File: config.mk
export PLATFORM = sky130hd
export DESIGN_NAME = pprs_lane
export DESIGN_NICKNAME = d
export VERILOG_FILES = /design/src/pprs_pkg.sv /design/src/pprs_lane.sv
export SDC_FILE = /design/constraint.sdc
export NUM_CORES = 1
export LEC_CHECK = 0
export BUFFER_PORTS_ARGS = -buffer_cell sky130_fd_sc_hd__buf_4
export CAP_MARGIN = 5
export CORE_MARGIN = 3
export CORE_UTILIZATION = 40
export DETAILED_ROUTE_END_ITERATION = 12
export PLACE_DENSITY = 0.61
export SYNTH_ARGS = -nofsm -noshare
export SYNTH_HDL_FRONTEND = slang
export SYNTH_SLANG_ARGS = --single-unit
File: constraint.sdc
create_clock -name clk -period 10.8 [get_ports clk]
set_clock_uncertainty 0.05 [all_clocks]
set_input_delay 2.16 -clock clk [delete_from_list [all_inputs] [get_ports clk]]
set_output_delay 2.16 -clock clk [all_outputs]
set_load 0.02 [all_outputs]
File: src/pprs_pkg.sv
// Package for the polyline point resampler: state and lane-op codes,
// the lane control struct and shared width constants. No dependencies.
package pprs_pkg;

  localparam int MAX_RUN_DEF    = 64;
  localparam int COORD_BITS_DEF = 32;

  // segment length (floor of a 66-bit root) and distance widths
  localparam int LEN_W = 33;
  localparam int DW    = 40;

  localparam int SPACING_RESET = 256;

  // configuration register indexes
  localparam logic [1:0] REG_MODE        = 2'd0;
  localparam logic [1:0] REG_SPACING     = 2'd1;
  localparam logic [1:0] REG_VERTEX_KIND = 2'd2;
  localparam logic [1:0] REG_ADD_ORDER   = 2'd3;

  // mode codes
  localparam logic [1:0] MODE_VERTEX = 2'd0;
  localparam logic [1:0] MODE_SEG    = 2'd1;
  localparam logic [1:0] MODE_LINE   = 2'd2;

  typedef enum logic [4:0] {
    S_IDLE, S_VTX, S_SQ, S_ROOT_LD, S_ROOT, S_CHECK,
    S_M0_LD, S_M0, S_D0_LD, S_D0, S_SAVE0,
    S_MS_LD, S_MS, S_DS_LD, S_DS, S_SAVES,
    S_EMIT, S_END, S_DONE
  } state_t;

  typedef enum logic [3:0] {
    LN_IDLE, LN_MLOAD, LN_MSTEP, LN_DLOAD, LN_DSTEP,
    LN_SAVE0, LN_SAVES, LN_STEP
  } lane_op_t;

  typedef struct packed {
    lane_op_t    op;
    logic [31:0] operand;
  } lane_ctl_t;

endpackage

File: src/pprs_lane.sv
// One coordinate lane: bit-serial multiply, bit-serial divide by the segment
// length, then incremental interpolation one point per step. Uses pprs_pkg.
module pprs_lane (
  input  logic                          clk,
  input  pprs_pkg::lane_ctl_t           ctl,
  input  logic signed [31:0]            a,
  input  logic signed [31:0]            b,
  input  logic [pprs_pkg::LEN_W-1:0]    len,
  output logic [31:0]                   point
);
  import pprs_pkg::*;

  logic [32:0]      mag;
  logic             neg;
  logic [64:0]      prod;
  logic [LEN_W-1:0] rem;
  logic [31:0]      q, qs;
  logic [LEN_W:0]   rs, racc;

  logic             lz;
  logic [LEN_W:0]   two_l;
  logic [33:0]      msum;
  logic [LEN_W:0]   dtr;
  logic             dge;
  logic [LEN_W+1:0] t0, t_step;
  logic signed [32:0] dif;
  logic [32:0]      absd;

  always_comb begin
    lz     = (len == '0);
    two_l  = {len, 1'b0};
    msum   = {1'b0, prod[64:32]} + {1'b0, mag};
    dtr    = {rem, prod[64]};
    dge    = (dtr >= {1'b0, len});
    t0     = {1'b0, rem, 1'b0} + (LEN_W+2)'(len);
    t_step = {1'b0, racc} + {1'b0, rs};
    dif    = {b[31], b} - {a[31], a};
    absd   = dif[32] ? 33'(-dif) : 33'(dif);
    point  = neg ? 32'(a) - q : 32'(a) + q;
  end

  always_ff @(posedge clk) begin
    case (ctl.op)
      LN_MLOAD: begin
        mag  <= absd;
        neg  <= (b < a);
        prod <= {33'b0, ctl.operand};
      end
      LN_MSTEP: begin
        if (prod[0]) prod <= {msum, prod[31:1]};
        else         prod <= {1'b0, prod[64:1]};
      end
      LN_DLOAD: rem <= '0;
      LN_DSTEP: begin
        rem  <= dge ? LEN_W'(dtr - {1'b0, len}) : LEN_W'(dtr);
        prod <= {prod[63:0], dge};
      end
      LN_SAVE0: begin
        if (lz) begin
          q    <= '0;
          racc <= '0;
        end else if (t0 >= {1'b0, two_l}) begin
          q    <= prod[31:0] + 32'd1;
          racc <= (LEN_W+1)'(t0 - {1'b0, two_l});
        end else begin
          q    <= prod[31:0];
          racc <= t0[LEN_W:0];
        end
      end
      LN_SAVES: begin
        qs <= lz ? '0 : prod[31:0];
        rs <= lz ? '0 : {rem, 1'b0};
      end
      LN_STEP: begin
        if (!lz && t_step >= {1'b0, two_l}) begin
          q    <= q + qs + 32'd1;
          racc <= (LEN_W+1)'(t_step - {1'b0, two_l});
        end else begin
          q    <= q + qs;
          racc <= t_step[LEN_W:0];
        end
      end
      default: ;
    endcase
  end

endmodule

* Yosys cells after proc, flatten, opt, wreduce, memory -nomap -nowiden
Cells that the tools add are included.
** Word-level totals
- Register bits after elaboration :: 264
- Latch bits :: 0
- Bits in writable memories :: 0
- ROM bits :: 0
- Bits of input ports :: 134
- Output and inout bits :: 32
- Logic and storage cells :: 54
- Memories :: 0
** Operators by class
- Add/sub/neg operators :: 13
- Multipliers :: 0
- Divide/modulo/power cells :: 0
- Magnitude comparators :: 4
- Equality and inequality tests :: 7
- Shifts and indexed selects :: 0
- Muxes and demuxes :: 14
- Bitwise operators :: 0
- Reduce and logical (&&, ||, !) cells :: 6
** Operators with widths (count)
- 65-bit one-hot mux with 3 select lines :: 1
- 32-bit 2-to-1 mux :: 5
- 34-bit 2-to-1 mux :: 3
- 35-bit by 34-bit >= comparator with 1-bit output :: 2
- 34-bit one-hot mux with 2 select lines :: 1
- 34-bit subtractor :: 2
- 33-bit one-hot mux with 2 select lines :: 1
- 65-bit 2-to-1 mux :: 1
- 32-bit by 1-bit adder with 32-bit output (second input constant) :: 2
- 32-bit adder :: 2
- 32-bit one-hot mux with 2 select lines :: 1
- 34-bit by 33-bit adder with 35-bit output :: 1
- 34-bit by 34-bit adder with 35-bit output :: 1
- 33-bit by 33-bit adder with 34-bit output :: 1
- 34-bit by 33-bit >= comparator with 1-bit output :: 1
- 33-bit logical NOT :: 1
- 33-bit 2-to-1 mux :: 1
- 33-bit negation :: 1
- 32-bit by 32-bit subtractor with 33-bit output :: 1
- 33-bit subtractor :: 1
- 32-bit less-than comparator :: 1
- 32-bit subtractor :: 1
- 4-bit by 3-bit == test with 1-bit output (second input constant) :: 4
- 4-bit by 2-bit == test with 1-bit output (second input constant) :: 2
- 5 further kinds :: 6

* Logic depth before layout (Yosys ltp)
- Word-level depth :: 5
- Mapped depth :: 28
- Mapped depth without buffers :: 24

* Worst setup path after synthesis
No wires, ideal clock.
- Path type :: input to register
- From :: input port ctl[33] (netlist bit)
- To :: register prod[0] (enable)
- Setup time :: 0.425 ns
- Arrival time :: 7.729 ns
- Required time :: 10.325 ns
- Setup slack :: 2.595 ns
- Stages :: 3
- Buffers on the path :: 1
- Cell sequence :: clkbuf_1 nor4b_1 or3_1
** On the way
- Cells in the longest elaborated chain, start to end :: 2
- Elaborated cells on any way between the ends :: 4
- Classes of those cells :: eq/ne: 3; reduce/logical: 1
** RTL lines
- start, declared :: line pprs_lane.sv:5 : input pprs_pkg::lane_ctl_t ctl,
- 4-bit by 2-bit == test with 1-bit output, or another cell as far along :: line pprs_lane.sv:43 : case (ctl.op)
- 3-bit nonzero test (no line) *
- end signal, assigned :: line pprs_lane.sv:47 : prod <= {33'b0, ctl.operand};
- end signal, assigned :: line pprs_lane.sv:50 : if (prod[0]) prod <= {msum, prod[31:1]};
- end signal, assigned :: line pprs_lane.sv:51 : else prod <= {1'b0, prod[64:1]};
- end, declared :: line pprs_lane.sv:15 : logic [64:0] prod;
Mark *: on every way between the ends. The rest lies on a longest branch, timed or not.
A chain may end at the register's enable or synchronous reset.

* Worst setup path in the final report
- From :: input port len[2] (netlist bit)
- To :: register q[3] (data pin)
** On the way
- Cells in the longest elaborated chain, start to end :: 5
- Elaborated cells on any way between the ends :: 10
- Classes of those cells :: add/sub: 1; order compare: 2; mux: 4; reduce/logical: 3
** RTL lines
- start, declared :: line pprs_lane.sv:8 : input logic [pprs_pkg::LEN_W-1:0] len,
- 34-bit by 33-bit adder with 35-bit output or 33-bit logical NOT (tied branches) :: line pprs_lane.sv:35, pprs_lane.sv:30
- 35-bit by 34-bit >= comparator with 1-bit output or 1-bit logical NOT (tied branches) :: line pprs_lane.sv:62, pprs_lane.sv:75
- 32-bit 2-to-1 mux or 1-bit logical AND (tied branches) :: line pprs_lane.sv:62, pprs_lane.sv:75
- 32-bit 2-to-1 mux, on equally long branches :: line pprs_lane.sv:59, pprs_lane.sv:75
- 32-bit one-hot mux with 2 select lines * :: line pprs_lane.sv:43
- end signal, assigned :: line pprs_lane.sv:63 : q <= prod[31:0] + 32'd1;
- end signal, assigned :: line pprs_lane.sv:66 : q <= prod[31:0];
- end signal, assigned :: line pprs_lane.sv:76 : q <= q + qs + 32'd1;
- end, declared :: line pprs_lane.sv:17 : logic [31:0] q, qs;
Marked as above.

==> reports/metrics.csv <==
metric,value,unit
outcome,finished clean,
finalWeightedCongestion,0.942,
p_int,2.63,mW
ant_nets,0,
drive_above_1_share,0.0879,
drc,0,
critPathRequiredTime,11.07,ns
worst_hold_slack,0.544,ns
antenna_found_initial,3,
cts_sinks,263,
synth-async-reset-ratio,0,
endpoint_kind,register,
hpwlAfterDp,74100,um
power.leakage,13.2,nW
slew_viol_final,0,
cts-root-buf,clkbuf_16,
drt-total-wl,94100,um
p_clk_frac,0.302,
cts_tree,yes,
vdd_drop_max,115,uV
grt_first_pass_wirelength,142000,um
ys.flop_type,edfxtp_1,
start_util,0.408,
cts_buffers,37,
grt_max_degree,66,
synth_edf_count,263,
rsz0062_at_grt,no,
arrival,8.57,ns
powerDensity,129,nW/um^2
rows,97,
holdBufCountCts,0,
fmax,120,MHz
wl_per_cell,21.1,um
relSlewSlack,0.196,
fin_crit,8.30,ns
finalSetupTns,0,ns
post_cts_buffers,0,
ioPinCount,166,
drv_cap,0,
fp.dieArea,75600,um^2
synth.distinct_cells,96,
critPathLaunchType,input pin,
synthCells,3407,
path_class,input pin to register,
synthesis.area,28900,um^2
avgSynthCellArea,8.49,um^2
vias,26200,
grt_overflow,0,
cts_buffer_depth,3,
worst_pin_slew,1.19,ns
area_growth,11.5,%
finalSetupViolCount,0,
drt_first_iter_violations,2079,
grt_pass1_vias,24300,
clkTransAtPathRegs,0.07,ns
period_share,0.769,
grt_use_total,0.241,
nets,3940,
ys_warn_count,0,
seq_power_share,0.298,
synth-seq-cells,263,
htreeDepth,2,
cts_resized,0,
path_max_fanout,39,
core_area,70900,um^2
via_per_inst,5.86,
finalHoldViolCount,0,
switchingPower,1.53,mW
first_pass_iters,5,
die_w,275,um
hold_path_class,register to register,
fp.dieH,275,um
switching_share,0.368,
synthesis.nets,3847,
io_buffer_count,165,
combPwrFrac,0.400,
final_cell_mix,"298 x nor2_1, 297 x ha_1, 283 x a21oi_1, 263 x edfxtp_1, 237 x nand2_1",
synth_seq_area_share,0.273,
final_common_cell,nor2_1,
clk-insertion-delay-late,0.57,ns
## registers in the layout, summed over array words and instances (netlist names)
signal,count
mag,33
neg,1
prod,65
q,32
qs,32
racc,34
rem,33
rs,33
## area by class of cell
cell class / count / area, um^2
fill: 7043 / 38600
inverter: 183 / 687
tap: 940 / 1180
clock inverter: 23 / 287
antenna: 3 / 7.51
timing repair buffer: 183 / 1370
multi-input combinational: 2832 / 19900
sequential: 263 / 7900
clock buffer: 43 / 948
## Yosys cell counts, types with 38 or more instances
cell type	n	area [um^2]
nand4_1	46	288
o21ai_0	155	776
nor3_1	88	440
a21o_1	121	908
nor4_1	40	250
edfxtp_1	263	7900
nor2_1	301	1130
nand2_1	238	893
ha_1	297	3720
nand2b_1	38	238
mux2i_1	57	571
o22ai_1	57	357
clkbuf_1	102	383
xnor2_1	225	1970
nor2b_1	103	644
xor2_1	122	1070
a21oi_1	283	1420
nand3_1	72	360
inv_1	182	683
## worst paths after layout
| check | start | slack, ns | cells past startpoint | endpoint |
|---|---|---|---|---|
| max | len[2] | 2.50 | 25 | q[3] |
| min | prod[32] | 0.54 | 2 | prod[33] |
| max reg2reg | rs[1] | 3.70 | 24 | q[9] |
| min reg2reg | prod[32] | 0.54 | 2 | prod[33] |
## cell families after synthesis
logic type                 share of synthesized area
buffers and inverters                         0.0414
AOI/OAI and AO/OA                              0.231
xor gates and xnor gates                       0.105
muxes                                         0.0221
adders and majority gates                      0.135
DFF                                            0.273
and+or+nand+nor                                0.193
## power groups by stage
stage	Combinational, mW	Sequential (mW)	Clock [mW]
4_1_cts	1.64	1.24	1.29
2_1_floorplan	1.21	1.24	0
5_1_grt	1.82	1.24	1.32
3_3_place_gp	1.63	1.26	0
6_report	1.66	1.24	1.26
3_5_place_dp	1.63	1.26	0
## worst max-delay path: stages
cell and delay, ns:
buf_4 0.09, inv_1 0.09, ha_1 0.41, nand2b_1 0.19, a221oi_2 0.08, o41ai_1 0.45
o41ai_2 0.18, o31ai_2 0.36, o31ai_4 0.10, a211oi_2 0.44, o31ai_1 0.13, xnor2_1 0.24
ha_1 0.36, a21o_1 0.21, a21o_1 0.18, a21o_1 0.18, a2111oi_0 0.36, o21ai_0 0.13
a21oi_1 0.31, o2111a_1 0.21, o31a_2 0.80, buf_4 0.39, nor3b_1 0.09, xor2_1 0.17
a22o_1 0.23
## metal layers
metal / vias to the layer above / routed length, um / global-route usage
met5: - / 9 / 0
met1: 12400 / 45600 / 0.362
met3: 125 / 6430 / 0.0333
li1: 12900 / - / -
met2: 810 / 39700 / 0.362
met4: 2 / 2330 / 0.0606
## per-stage QoR
step | cell area [um^2] | util | worst slack, ns | total power, mW | std cells
after floorplan | 28900 | - | 2.60 | 2.45 | 3407
after global placement | 31000 | 0.438 | 2.09 | 2.89 | 4401
after detailed placement | 31000 | 0.438 | 1.98 | 2.89 | 4401
after CTS | 32200 | 0.455 | 2.60 | 4.17 | 4467
after global routing | 32200 | 0.455 | 2.10 | 4.39 | 4467
final | 32300 | 0.455 | 2.50 | 4.17 | 4470
(Power assumes the default switching activity.)
